$ cat src/sv/c8_pkg.sv
// ---------------------------------------------------------------------------
// CHIP-8 core package
// Shared payload types, status codes and controller/datapath interface.
// ---------------------------------------------------------------------------
package c8_pkg;

  localparam int MEM_BYTES   = 4096;
  localparam int STACK_DEPTH = 16;
  localparam int ADDR_W      = 12;
  localparam logic [11:0] PC_RESET = 12'h200;

  typedef struct packed {
    logic        cmd;
    logic [11:0] load_addr;
    logic [7:0]  load_byte;
    logic [15:0] key_mask;
    logic [7:0]  random_byte;
  } item_t;

  typedef struct packed {
    logic [11:0] program_counter;
    logic [15:0] executed_opcode;
    logic [1:0]  status;
    logic [15:0] index_value;
    logic [7:0]  delay_value;
    logic [7:0]  sound_value;
  } result_t;

  typedef enum logic [1:0] {
    ST_OK          = 2'd0,
    ST_UNKNOWN     = 2'd1,
    ST_UNSUPPORTED = 2'd2,
    ST_STACK_FAULT = 2'd3
  } status_t;

  // memory address source
  typedef enum logic [1:0] {
    MA_LOAD = 2'd0,
    MA_PC   = 2'd1,
    MA_PC1  = 2'd2,
    MA_IDX  = 2'd3
  } maddr_sel_t;

  // memory write data source
  typedef enum logic [1:0] {
    MD_LOAD = 2'd0,
    MD_REG  = 2'd1,
    MD_BCD  = 2'd2
  } mdata_sel_t;

  typedef struct packed {
    logic       latch_item;
    maddr_sel_t maddr_sel;
    mdata_sel_t mdata_sel;
    logic       mem_we;
    logic       mem_re;
    logic       op_hi_we;
    logic       op_lo_we;
    logic       exec;      // run simple opcode
    logic       bcd_init;
    logic       bcd_step;
    logic [3:0] cnt;       // register / byte counter
    logic       reg_ld;    // V[cnt] <= mem data
    logic       idx_bump;  // I += X+1, pc += 2
    logic       finish;    // pc += 2 for BCD
    logic       emit;
  } ctrl_t;

  typedef enum logic [2:0] {
    K_SIMPLE = 3'd0,
    K_BCD    = 3'd1,
    K_STORE  = 3'd2,
    K_LOAD   = 3'd3
  } kind_t;

  typedef struct packed {
    kind_t      kind;
    logic [3:0] x;
  } stat_t;

endpackage

$ cat src/sv/c8_control.sv
// ---------------------------------------------------------------------------
// CHIP-8 controller
// Sequences memory load, opcode fetch, execution and multi-byte transfers.
// ---------------------------------------------------------------------------
module c8_control (
  input  logic          clk,
  input  logic          rst,
  input  logic          start,
  input  logic          cmd,
  input  c8_pkg::stat_t stat,
  output logic          busy,
  output c8_pkg::ctrl_t ctrl
);

  typedef enum logic [3:0] {
    S_IDLE, S_LOAD, S_FETCH_HI, S_FETCH_LO, S_OP_LO, S_DISPATCH,
    S_BCD_CALC, S_BCD_WR, S_STORE, S_LOAD_RD, S_LOAD_WB, S_EMIT
  } state_t;

  state_t     state;
  logic [3:0] cnt;

  always_ff @(posedge clk) begin
    if (rst) begin
      state <= S_IDLE;
      cnt <= 4'd0;
    end else begin
      unique case (state)
        S_IDLE: if (start) state <= cmd ? S_FETCH_HI : S_LOAD;
        S_LOAD: state <= S_EMIT;
        S_FETCH_HI: state <= S_FETCH_LO;
        S_FETCH_LO: state <= S_OP_LO;
        S_OP_LO: state <= S_DISPATCH;
        S_DISPATCH: begin
          cnt <= 4'd0;
          unique case (stat.kind)
            c8_pkg::K_BCD:   state <= S_BCD_CALC;
            c8_pkg::K_STORE: state <= S_STORE;
            c8_pkg::K_LOAD:  state <= S_LOAD_RD;
            default:         state <= S_EMIT;
          endcase
        end
        S_BCD_CALC: begin
          // at most ten subtract steps (one hundred and nine tens); run twelve
          if (cnt == 4'd11) begin
            cnt <= 4'd0;
            state <= S_BCD_WR;
          end else begin
            cnt <= cnt + 4'd1;
          end
        end
        S_BCD_WR: begin
          cnt <= cnt + 4'd1;
          if (cnt == 4'd2) state <= S_EMIT;
        end
        S_STORE: begin
          cnt <= cnt + 4'd1;
          if (cnt == stat.x) state <= S_EMIT;
        end
        S_LOAD_RD: state <= S_LOAD_WB;
        S_LOAD_WB: begin
          cnt <= cnt + 4'd1;
          state <= (cnt == stat.x) ? S_EMIT : S_LOAD_RD;
        end
        S_EMIT: state <= S_IDLE;
        default: state <= S_IDLE;
      endcase
    end
  end

  always_comb begin
    busy = (state != S_IDLE);
    ctrl = '0;
    ctrl.cnt = cnt;
    ctrl.maddr_sel = c8_pkg::MA_PC;
    ctrl.mdata_sel = c8_pkg::MD_LOAD;
    ctrl.latch_item = (state == S_IDLE) && start;
    unique case (state)
      S_LOAD: begin ctrl.maddr_sel = c8_pkg::MA_LOAD; ctrl.mem_we = 1'b1; end
      S_FETCH_HI: ctrl.mem_re = 1'b1;
      // high byte is on the read port now; take it while the low byte is read
      S_FETCH_LO: begin
        ctrl.maddr_sel = c8_pkg::MA_PC1;
        ctrl.mem_re = 1'b1;
        ctrl.op_hi_we = 1'b1;
      end
      S_OP_LO: ctrl.op_lo_we = 1'b1;
      S_DISPATCH: begin
        ctrl.exec = (stat.kind == c8_pkg::K_SIMPLE);
        ctrl.bcd_init = 1'b1;
      end
      S_BCD_CALC: ctrl.bcd_step = 1'b1;
      S_BCD_WR: begin
        ctrl.maddr_sel = c8_pkg::MA_IDX;
        ctrl.mdata_sel = c8_pkg::MD_BCD;
        ctrl.mem_we = 1'b1;
        ctrl.finish = (cnt == 4'd2);
      end
      S_STORE: begin
        ctrl.maddr_sel = c8_pkg::MA_IDX;
        ctrl.mdata_sel = c8_pkg::MD_REG;
        ctrl.mem_we = 1'b1;
        ctrl.idx_bump = (cnt == stat.x);
      end
      S_LOAD_RD: begin ctrl.maddr_sel = c8_pkg::MA_IDX; ctrl.mem_re = 1'b1; end
      S_LOAD_WB: begin
        ctrl.reg_ld = 1'b1;
        ctrl.idx_bump = (cnt == stat.x);
      end
      S_EMIT: ctrl.emit = 1'b1;
      default: ;
    endcase
  end

`ifndef SYNTHESIS
  a_emit_once: assert property (@(posedge clk) disable iff (rst)
    ctrl.emit |=> !ctrl.emit) else $error("double emit");
  a_no_start_busy: assert property (@(posedge clk) disable iff (rst)
    ctrl.latch_item |-> !busy) else $error("accepted while busy");
  a_we_re: assert property (@(posedge clk) disable iff (rst)
    !(ctrl.mem_we && ctrl.mem_re)) else $error("memory read and write together");
`endif

endmodule
$ cat config.mk
export PLATFORM = sky130hd
export DESIGN_NAME = c8_control
export DESIGN_NICKNAME = d
export VERILOG_FILES = /design/src/sv/c8_pkg.sv /design/src/sv/c8_control.sv
export SDC_FILE = /design/constraint.sdc
export NUM_CORES = 1
export LEC_CHECK = 0
export BUFFER_PORTS_ARGS = -buffer_cell sky130_fd_sc_hd__buf_4
export CORE_MARGIN = 2
export CORE_UTILIZATION = 49
export CTS_BUF_LIST = sky130_fd_sc_hd__clkbuf_2
export CTS_CLUSTER_DIAMETER = 60
export DETAILED_ROUTE_END_ITERATION = 10
export PLACE_DENSITY_LB_ADDON = 0.3
export SYNTH_ARGS = -nofsm -noshare
export SYNTH_HDL_FRONTEND = slang
export SYNTH_SLANG_ARGS = --single-unit
$ cat constraint.sdc
create_clock -name clk -period 2 [get_ports clk]
set_clock_uncertainty 0.05 [all_clocks]
set_input_delay 0.2 -clock clk [delete_from_list [all_inputs] [get_ports clk]]
set_output_delay 0.2 -clock clk [all_outputs]
set_load 0.02 [all_outputs]
# Yosys cells after proc, flatten, opt, wreduce, memory -nomap -nowiden
# Cells that the tools add are included.
# op_classes
n_addsub	1
n_eq_ne	21
muxes	22
reduce_logical	11
# op_table
operator	n
4-bit case mux with 11 select lines	1
4-bit case mux with 3 select lines	2
4-bit == test, second input constant	5
4-bit 2-to-1 mux	5
4-bit by 3-bit == test with 1-bit output, second input constant	4
4-bit by 2-bit == test with 1-bit output, second input constant	3
3-bit OR reduction	4
1-bit 2-to-1 mux	9
2-bit inequality test, second input constant	4
3-bit by 2-bit == test with 1-bit output, second input constant	2
2-bit 2-to-1 mux	3
2-bit case mux with 3 select lines	1
4-bit by 1-bit adder with 4-bit output, second input constant	1
4-bit by 1-bit == test with 1-bit output, second input constant	1
4-bit == test	1
4-bit logical NOT	1
2-bit case mux with 2 select lines	1
4-bit AND reduction	1
4-bit nonzero test	1
3-bit by 1-bit == test with 1-bit output, second input constant	1
3-bit logical NOT	1
3-bit nonzero test	1
2-bit OR reduction	1
1-bit logical AND	1
# word_totals
regBits	8
inputBits	11
out_inout_bits	21
wordCells	57

# Logic depth before layout (Yosys ltp)
# Gate-level depths: netlist of the first run.
# depth
ltp_word	3
ltp_mapped	6
mapped_depth_nobuf	6

# Worst setup path before layout of the first run
# No wires, ideal clock.
# synth_path
path_type	register to register
start	reg cnt[3]
end	reg state[0]
setup_ns	0.086
arrival_time_ns	1.704
t_required_ns	1.864
path_slack_ns	0.160
stages_incl_launch_ff	5
path_buffers	0
synth_period_minus_slack_ns	1.840
cell_sequence	dfxtp_1 > xor2_1 > or4_4 > a211o_1 > a221oi_2
# synth_between
elab_chain_cells	3
elab_cells_between_ends	7
cone_classes	eq/ne (6); reduce/logical (1)
# synth_lines
item	line	source
start: declaration	c8_control.sv:21	logic [3:0] cnt;
start signal: assignment	c8_control.sv:49	cnt <= cnt + 4'd1;
start signal: assignment	c8_control.sv:53	cnt <= cnt + 4'd1;
start signal: assignment	c8_control.sv:57	cnt <= cnt + 4'd1;
4-bit by 2-bit == test with 1-bit output (tied with other cells)	c8_control.sv:54	if (cnt == 4'd2) state <= S_EMIT;
2-bit inequality test (no source line)	--	
4-bit AND reduction (no source line) *	--	
end signal: assignment	c8_control.sv:29	S_IDLE: if (start) state <= cmd ? S_FETCH_HI : S_LOAD;
end signal: assignment	c8_control.sv:63	state <= (cnt == stat.x) ? S_EMIT : S_LOAD_RD;
end: declaration	c8_control.sv:20	state_t state;
# Mark *: on every way between the ends. The rest lies on a longest branch, timed or not.
# A chain may end at the register's enable or synchronous reset.

==> results of run 1 <==
==> area by class of cell <==
| class | count | area (µm²) | share of cell area [%] |
|---|---|---|---|
| Multi-Input combinational cell | 89 | 578.1 | 53.04 |
| Timing Repair Buffer | 38 | 285.3 | 26.18 |
| Sequential cell | 8 | 161.4 | 14.81 |
| Inverter | 8 | 30.03 | 2.755 |
| Tap cell | 16 | 20.02 | 1.837 |
| Clock buffer | 3 | 15.01 | 1.378 |
==> power groups by stage <==
stage | Sequential [mW] | Combinational, mW | Clock (mW)
3_3_place_gp | 0.315 | 0.833 | 0
5_1_grt | 0.327 | 0.936 | 0.107
4_1_cts | 0.312 | 0.854 | 0.0979
6_report | 0.315 | 0.859 | 0.0942
3_5_place_dp | 0.316 | 0.852 | 0
2_1_floorplan | 0.231 | 0.632 | 0
==> worst register-to-register path, delay by kind of cell, from the launching register on <==
kind	cells	cell delay, ns
compound gates	3	0.72
fa+ha+maj	1	0.21
simple gates	1	0.28
flops	1	0.45
==> synth_stat cells, types with 3 or more instances <==
master | count | share of area, %
inv_1 | 7 | 3.3
dfxtp_1 | 8 | 20
nor3_1 | 4 | 2.5
and3_1 | 3 | 2.4
o21ai_0 | 7 | 4.4
nor4_1 | 3 | 2.4
or3_1 | 3 | 2.4
nand3_1 | 3 | 1.9
xor2_1 | 4 | 4.4
clkbuf_1 | 6 | 2.8
nand2b_1 | 3 | 2.4
nand2_1 | 8 | 3.8
a21oi_1 | 7 | 4.4
nor2_1 | 9 | 4.2
==> stage by stage <==
step	setup WS (ns)	hold WS [ns]	instances	util, %
final	0.1805	0.1138	162	72.34
after global routing	0.01666	0.08577	162	72.34
after CTS	0.1416	0.09777	162	72.26
after detailed placement	0.2260	0.3551	159	71.26
after global placement	0.3014	0.3516	159	71.26
after floorplan	0.1595	0.2162	112	-
==> worst max-delay path by stage <==
stage / startpoint / cells after the start / endpoint / slack, ns
after floorplan: cnt[3] / 4 / state[0] / 0.16
after global placement: cnt[1] / 4 / state[0] / 0.30
after detailed placement: state[0] / 4 / state[1] / 0.23
after CTS: state[2] / 4 / ctrl[10] / 0.14
after global routing: state[0] / 4 / state[1] / 0.02
final: state[0] / 5 / ctrl[0] / 0.18
==> sequential cells by signal, indices dropped and copies added (netlist names) <==
register,cells
cnt,4
state,4
==> layout by cell type, fill, tap and decap left out, types with 2 or more instances in the layout <==
cell type / Yosys / routed
nor4_1: 3 / 3
clkbuf_2: 0 / 3
ha_1: 2 / 2
xor2_1: 4 / 4
nand2_1: 8 / 8
and2_1: 2 / 2
dfxtp_1: 8 / 7
inv_1: 7 / 7
buf_4: 0 / 38
xnor2_1: 2 / 2
a211oi_1: 2 / 2
nor2_1: 9 / 9
and3_1: 3 / 3
nand2b_1: 3 / 3
nor3_1: 4 / 4
a21oi_1: 7 / 7
nand3_1: 3 / 3
nor3b_1: 2 / 2
or3_1: 3 / 3
nor2b_1: 2 / 2
a31oi_1: 2 / 2
o21ai_0: 7 / 7
a2bb2oi_1: 2 / 2
==> per-layer routing <==
layer  track usage [%]  up-vias  part of all wire (%)
met5                 0        -                     0
met4             10.91        0                   1.4
met3             4.898        4                   6.7
met2             46.76       43                    52
met1             27.54      434                    40
li1                  -      492                     -
==> kinds of logic (layout without fill, tap and decap cells) <==
kind of cell	Yosys count	after routing	share of synthesized area, %
simple gates	48	48	33.65
buf+inv	15	49	7.232
compound gates	32	32	27.99
xor+xnor	6	6	6.604
fa+ha+maj	2	2	3.144
mux	1	1	1.258
flops	8	8	20.13
==> timing repair <==
item / in CTS / in global routing
setup buffers: 0 / 0
endpoints found under the setup margin: 0 / 1
gates resized for setup: 0 / 1
==> flow_summary.json, run 1 <==
{
  "status": "complete, no violations",
  "reg2reg_slack_ns": 0.21,
  "slew_headroom_pct": 49.26,
  "p_per_area_mw_per_mm2": 1164,
  "syn_area_um2": 795.8,
  "insertion_delay_ns": 0.23,
  "finalPower_mw": 1.268,
  "cts_buffer_depth": 2,
  "fp.dieH_um": 44.30,
  "overflow": 0,
  "grt_pass1_wl_mm": 3.753,
  "finalHoldViolCount": 0,
  "grt_start_max_net_pins": 19,
  "worst_r2r_startpoint": "cnt[1]",
  "core_mm2": 0.001506,
  "antenna_found_initial": 0,
  "cts_buffers": 3,
  "clock_sinks": 8,
  "area_growth_pct": 36.95,
  "p_leak_nw": 0.5100,
  "wl_per_cell_um": 13.90,
  "reg2reg_depth": 5,
  "cpMostUsedCell": "buf_4",
  "grtUsageTotal_pct": 25.25,
  "setup_viol": 0,
  "crit_fanout": 13,
  "synth_seq_cells": 8,
  "cts-hold-fix-buffers": 0,
  "fin_crit_sh_pct": 90.98,
  "fin_crit_ns": 1.820,
  "tightest_slew_ns": 0.7420,
  "critPathKind": "register to output pin",
  "gp_congestion": 0.8913,
  "async_reset_ff_share_pct": 0,
  "drt-pass1-iter-count": 4,
  "fin_nets": 161,
  "die_width_um": 44.30,
  "irDropWorstVdd_v": 0.0005932,
  "timing.rr.end": "state[0]",
  "critical_path.endpoint_type": "output pin",
  "internal-power_uw": 638.0,
  "min_from": "rst",
  "cp-start-kind": "register",
  "antenna_left": 0,
  "num_vias": 973,
  "synth-edff-count": 0,
  "crit_buf_inv": 2,
  "clockPowerShare_pct": 7.4,
  "path_clk_slew_ns": 0.07,
  "drv_slew": 0,
  "hold_path_end": "state[0]",
  "grt_pass1_vias": 902,
  "p_seq_share_pct": 24.9,
  "rsz0062_at_grt": "false",
  "arrival_ns": 1.57,
  "cts-htree-levels": 1,
  "drcViolationCount": 0,
  "drt_iter0_markers": 24,
  "cts_tree": "done",
  "min_path_type": "primary input to register",
  "numPortBuffers": 31,
  "drt_wl_total_mm": 2.252,
  "synth_ff_type": "dfxtp_1",
  "syn-num-nets": 125,
  "num_antenna_cells": 0,
  "clock-root-buffer": "clkbuf_2",
  "combPwrFrac_pct": 67.7,
  "synth_cells": 112,
  "ios": 32,
  "drv_cap": 0,
  "ys_warn_count": 0,
  "critPathMaxStageDelay_ns": 0.60,
  "place_area_mm2": 0.001074,
  "fp.dieArea_mm2": 0.001962,
  "crit_chain": "buf_4 -> nor2b_1 -> nand2_1 -> nor2_1 -> buf_4",
  "min_path_cells": 2,
  "tns_ns": 0,
  "nFillCells": 118,
  "ys_seq_area_share_pct": 20.13,
  "critPathTopFamily": "flip-flops",
  "final_area_mm2": 0.001090,
  "hpwl_mm": 1.825,
  "netSwitchingFraction_pct": 49.70,
  "crit_slowest_cell": "dfxtp_1",
  "drive_gt1_share_pct": 31.51,
  "num_rows": 14,
  "max_freq_mhz": 549.6,
  "netSwitchingPower_uw": 630.4,
  "required_ns": 1.75,
  "via_per_inst": 6.006,
  "synth_cell_type_count": 43,
  "avgSynthCellArea_um2": 7.105,
  "start_util_pct": 52.82
}
No activity file was read; power rests on OpenSTA's default activity.
==> run 2: changes to the inputs <==
PLACE_DENSITY = 0.92   (was not set)
PLACE_DENSITY_LB_ADDON = not set   (was 0.3)
==> flow_summary.json, run 2 (synthesized netlist as in run 1, its figures left out) <==
{
  "overflow": 0,
  "ios": 32,
  "finalHoldViolCount": 0,
  "hpwl_mm": 1.772,
  "core_mm2": 0.001506,
  "grtUsageTotal_pct": 23.69,
  "antenna_left": 0,
  "worst_r2r_startpoint": "cnt[1]",
  "fin_nets": 160,
  "path_clk_slew_ns": 0.07,
  "grt_start_max_net_pins": 19,
  "drv_slew": 0,
  "layout_commonest_cell": "buf_4",
  "drcViolationCount": 0,
  "gp_congestion": 0.9124,
  "grt_pass1_wl_mm": 3.470,
  "num_antenna_cells": 0,
  "min_path_cells": 2,
  "cts-htree-levels": 1,
  "critPathKind": "register to register",
  "drive_gt1_share_pct": 32.41,
  "grt_pass1_vias": 837,
  "irDropWorstVdd_v": 0.0005960,
  "start_util_pct": 52.82,
  "timing.rr.end": "state[0]",
  "slew_headroom_pct": 59.82,
  "crit_fanout": 6,
  "fin_cells": 161,
  "dp_cells": 158,
  "fin_crit_ns": 1.789,
  "via_per_inst": 5.876,
  "cts_buffer_depth": 2,
  "hold_path_end": "state[0]",
  "critPathMaxStageDelay_ns": 0.44,
  "fp.dieArea_mm2": 0.001962,
  "num_vias": 946,
  "die_width_um": 44.30,
  "num_rows": 14,
  "final_cell_mix": "buf_4 (37), nor2_1 (9), nand2_1 (8)",
  "fin_crit_sh_pct": 89.47,
  "wl_per_cell_um": 13.24,
  "p_leak_nw": 0.5064,
  "cp-start-kind": "register",
  "clock_sinks": 8,
  "place_area_mm2": 0.001066,
  "setup_viol": 0,
  "crit_slowest_cell": "dfxtp_1",
  "required_ns": 2.08,
  "critical_path.endpoint_type": "register",
  "antenna_found_initial": 0,
  "cts_tree": "done",
  "reg2reg_depth": 5,
  "tns_ns": 0,
  "insertion_delay_ns": 0.23,
  "crit_buf_inv": 0,
  "numPortBuffers": 31,
  "tightest_slew_ns": 0.5875,
  "final_area_mm2": 0.001085,
  "drt-pass1-iter-count": 4,
  "fp.dieH_um": 44.30,
  "drv_cap": 0,
  "p_per_area_mw_per_mm2": 1152,
  "min_path_type": "primary input to register",
  "max_freq_mhz": 558.8,
  "drt_wl_total_mm": 2.131,
  "rsz0062_at_grt": "false",
  "crit_chain": "ha_1 -> nor3b_1 -> a211oi_1 -> a211o_1 -> a221oi_2",
  "drt_iter0_markers": 20,
  "cts_buffers": 3,
  "reg2reg_slack_ns": 0.21,
  "reg_top3": "cnt (4), state (4)",
  "critPathTopFamily": "compound AO/OA/AOI/OAI gates",
  "min_from": "rst",
  "area_growth_pct": 36.32,
  "clock-root-buffer": "clkbuf_2",
  "arrival_ns": 1.87,
  "status": "complete, no violations"
}
[run 2: worst max-delay path by stage]
stage | startpoint | cells after the start | end
global placement | cnt[1] | 4 | state[0]
finish | cnt[1] | 5 | state[0]
floorplan | cnt[3] | 4 | state[0]
CTS | state[3] | 4 | ctrl[2]
global route | cnt[1] | 5 | state[0]
detailed placement | cnt[1] | 4 | state[0]
[run 2: worst reg2reg max path, stage by stage, from the launching register on]
cell	delay [ns]
dfxtp_1	0.44
ha_1	0.20
nor3b_1	0.28
a211oi_1	0.16
a211o_1	0.30
a221oi_2	0.27
[run 2: area by class of cell]
type,count,area (µm²)
flip-flops and latches,8,163.9
multi-input cells,89,578.1
clock buffers,3,15.01
well taps,16,20.02
fillers,136,421.7
inverters,8,30.03
repair buffers,37,277.8
[run 2: through the flow]
step | power, mW | setup WS, ns | utilization [%] | hold slack (ns)
after floorplan | 0.8627 | 0.1595 | - | 0.2162
after global placement | 1.135 | 0.3008 | 70.76 | 0.3505
after detailed placement | 1.152 | 0.2405 | 70.76 | 0.3608
after CTS | 1.245 | 0.08222 | 71.76 | 0.1047
after global routing | 1.342 | 0.07862 | 72.01 | 0.1028
final | 1.250 | 0.2105 | 72.01 | 0.1178
[run 2: what timing repair did]
item,CTS,global route
endpoints found under the setup margin,0,2
hold buffers,0,0
setup buffers,0,0
resized for setup,0,3
[run 2: routing by layer]
| layer | up-vias | wire (µm) | track usage, % |
|---|---|---|---|
| met3 | 2 | 130 | 4.898 |
| met1 | 427 | 891 | 27.43 |
| li1 | 476 | - | - |
| met2 | 41 | 1080 | 43.53 |
| met5 | - | 0 | 0 |
| met4 | 0 | 28 | 6.667 |
[run 2: power breakdown]
part | switching, mW | internal (mW)
Sequential | 0.104 | 0.203
Combinational | 0.461 | 0.392
Clock | 0.0489 | 0.0408
Total | 0.614 | 0.636
==> run 3: changes to the inputs <==
CORE_ASPECT_RATIO = 1.25   (was not set)
MAX_ROUTING_LAYER = met4   (was not set)
SETUP_SLACK_MARGIN = 0.02   (was not set)
==> flow_summary.json, run 3 (synthesized netlist as in run 1, its figures left out) <==
{
  "grt_use_met1_pct": 30.20,
  "min_from": "rst",
  "grt_start_max_net_pins": 19,
  "path_clk_slew_ns": 0.08,
  "netSwitchingFraction_pct": 50.38,
  "drt-pass1-iter-count": 4,
  "final.setup.worst_slack_ns": 0.1641,
  "fin_nets": 158,
  "clockPowerShare_pct": 7.7,
  "slew_headroom_pct": 59.69,
  "grt_busiest_layer": "met2",
  "critical_path.endpoint_type": "register",
  "start_util_pct": 51.62,
  "die_width_um": 40.05,
  "use_met3_pct": 6.393,
  "setup_viol": 0,
  "core_mm2": 0.001541,
  "overflow": 0,
  "antenna_left": 0,
  "num_vias": 976,
  "internal-power_uw": 623.2,
  "final_area_mm2": 0.001071,
  "post-route-util_pct": 69.48,
  "final_cell_mix": "buf_4 (35), nor2_1 (9), nand2_1 (8)",
  "clock_sinks": 8,
  "nFillCells": 135,
  "rsz0062_at_grt": "false",
  "crit_fanout": 7,
  "cp-start-kind": "register",
  "finalHoldViolCount": 0,
  "drt_iter0_markers": 31,
  "drcViolationCount": 0,
  "dp_cells": 158,
  "gp_congestion": 0.9623,
  "max_freq_mhz": 544.7,
  "cts_tree": "done",
  "tns_ns": 0,
  "num_rows": 16,
  "post-place-ws_ns": 0.1923,
  "area_growth_pct": 34.59,
  "numPortBuffers": 31,
  "layout_commonest_cell": "buf_4",
  "fp.dieArea_mm2": 0.001964,
  "cts_setup_buffers": 0,
  "drive_gt1_share_pct": 30.77,
  "wl_per_cell_um": 14.45,
  "reg2reg_slack_ns": 0.16,
  "drv_cap": 0,
  "use_met2_pct": 41.94,
  "cts_buffers": 3,
  "via_per_inst": 6.062,
  "place_area_mm2": 0.001054,
  "irDropWorstVdd_v": 0.0007501,
  "p_per_area_mw_per_mm2": 1173,
  "hold_path_end": "cnt[1]",
  "reg_top3": "cnt (4), state (4)",
  "num_antenna_cells": 0,
  "grt_pass1_wl_mm": 3.615,
  "fp.dieH_um": 49.06,
  "timing.rr.end": "state[0]",
  "fin_crit_sh_pct": 91.79,
  "status": "complete, no violations",
  "antenna_found_initial": 0,
  "ios": 32,
  "p_seq_share_pct": 26.1,
  "insertion_delay_ns": 0.24,
  "drv_slew": 0,
  "reg2reg_depth": 4,
  "clock-root-buffer": "clkbuf_2",
  "fin_crit_ns": 1.836,
  "hpwl_mm": 1.808,
  "grt_pass1_vias": 821,
  "drt_wl_total_mm": 2.326,
  "arrival_ns": 1.94,
  "worst_r2r_startpoint": "cnt[3]",
  "min_path_type": "primary input to register",
  "p_leak_nw": 0.4956,
  "combPwrFrac_pct": 66.2,
  "cts_resized": 0,
  "cts_buffer_depth": 2,
  "tightest_slew_ns": 0.5894,
  "critPathKind": "register to register",
  "grtUsageTotal_pct": 26.61,
  "min_path_cells": 2,
  "cts-hold-fix-buffers": 0,
  "cts-htree-levels": 1,
  "required_ns": 2.11,
  "netSwitchingPower_uw": 632.7,
  "fin_cells": 161
}
==> run 3: routing by layer <==
| metal | up-vias | part of all wire, % |
|---|---|---|
| met5 | - | 0 |
| met4 | 0 | 1.7 |
| met3 | 6 | 7.5 |
| met2 | 52 | 53 |
| met1 | 444 | 38 |
| li1 | 474 | - |
==> run 3: critical path: stages, from the launching register on <==
cell	delay, ns
dfxtp_1	0.45
xor2_1	0.13
or4_4	0.54
a211o_1	0.31
a221oi_2	0.26
==> run 3: power by group through the flow <==
stage	logic, mW	clock network, mW	registers (mW)
floorplan	0.632	0	0.231
finish	0.831	0.0973	0.328
CTS	0.829	0.0984	0.321
global placement	0.808	0	0.321
global route	0.908	0.104	0.339
detailed placement	0.829	0	0.323
==> run 3: through the flow <==
| stage | hold slack (ns) | total power [mW] |
|---|---|---|
| 6_report | 0.1014 | 1.256 |
| 5_1_grt | 0.1035 | 1.350 |
| 4_1_cts | 0.09241 | 1.249 |
| 3_5_place_dp | 0.3549 | 1.152 |
| 3_3_place_gp | 0.3508 | 1.129 |
| 2_1_floorplan | 0.2162 | 0.8627 |
==> run 3: area by class of cell <==
cell class | count | area, µm² | area share, %
multi-input cells | 89 | 578.1 | 53.97
repair buffers | 35 | 262.8 | 24.53
flip-flops and latches | 8 | 162.7 | 15.19
inverters | 8 | 30.03 | 2.804
well taps | 18 | 22.52 | 2.103
clock buffers | 3 | 15.01 | 1.402
==> run 3: worst max-delay path by stage <==
stage             start  endpoint  slack, ns  cells after the start
2_1_floorplan    cnt[3]  state[0]       0.16                      4
3_3_place_gp     cnt[3]  state[0]       0.25                      4
3_5_place_dp     cnt[3]  state[0]       0.19                      4
4_1_cts        state[2]  ctrl[10]       0.09                      4
5_1_grt        state[0]  ctrl[10]       0.05                      4
6_report         cnt[3]  state[0]       0.16                      4
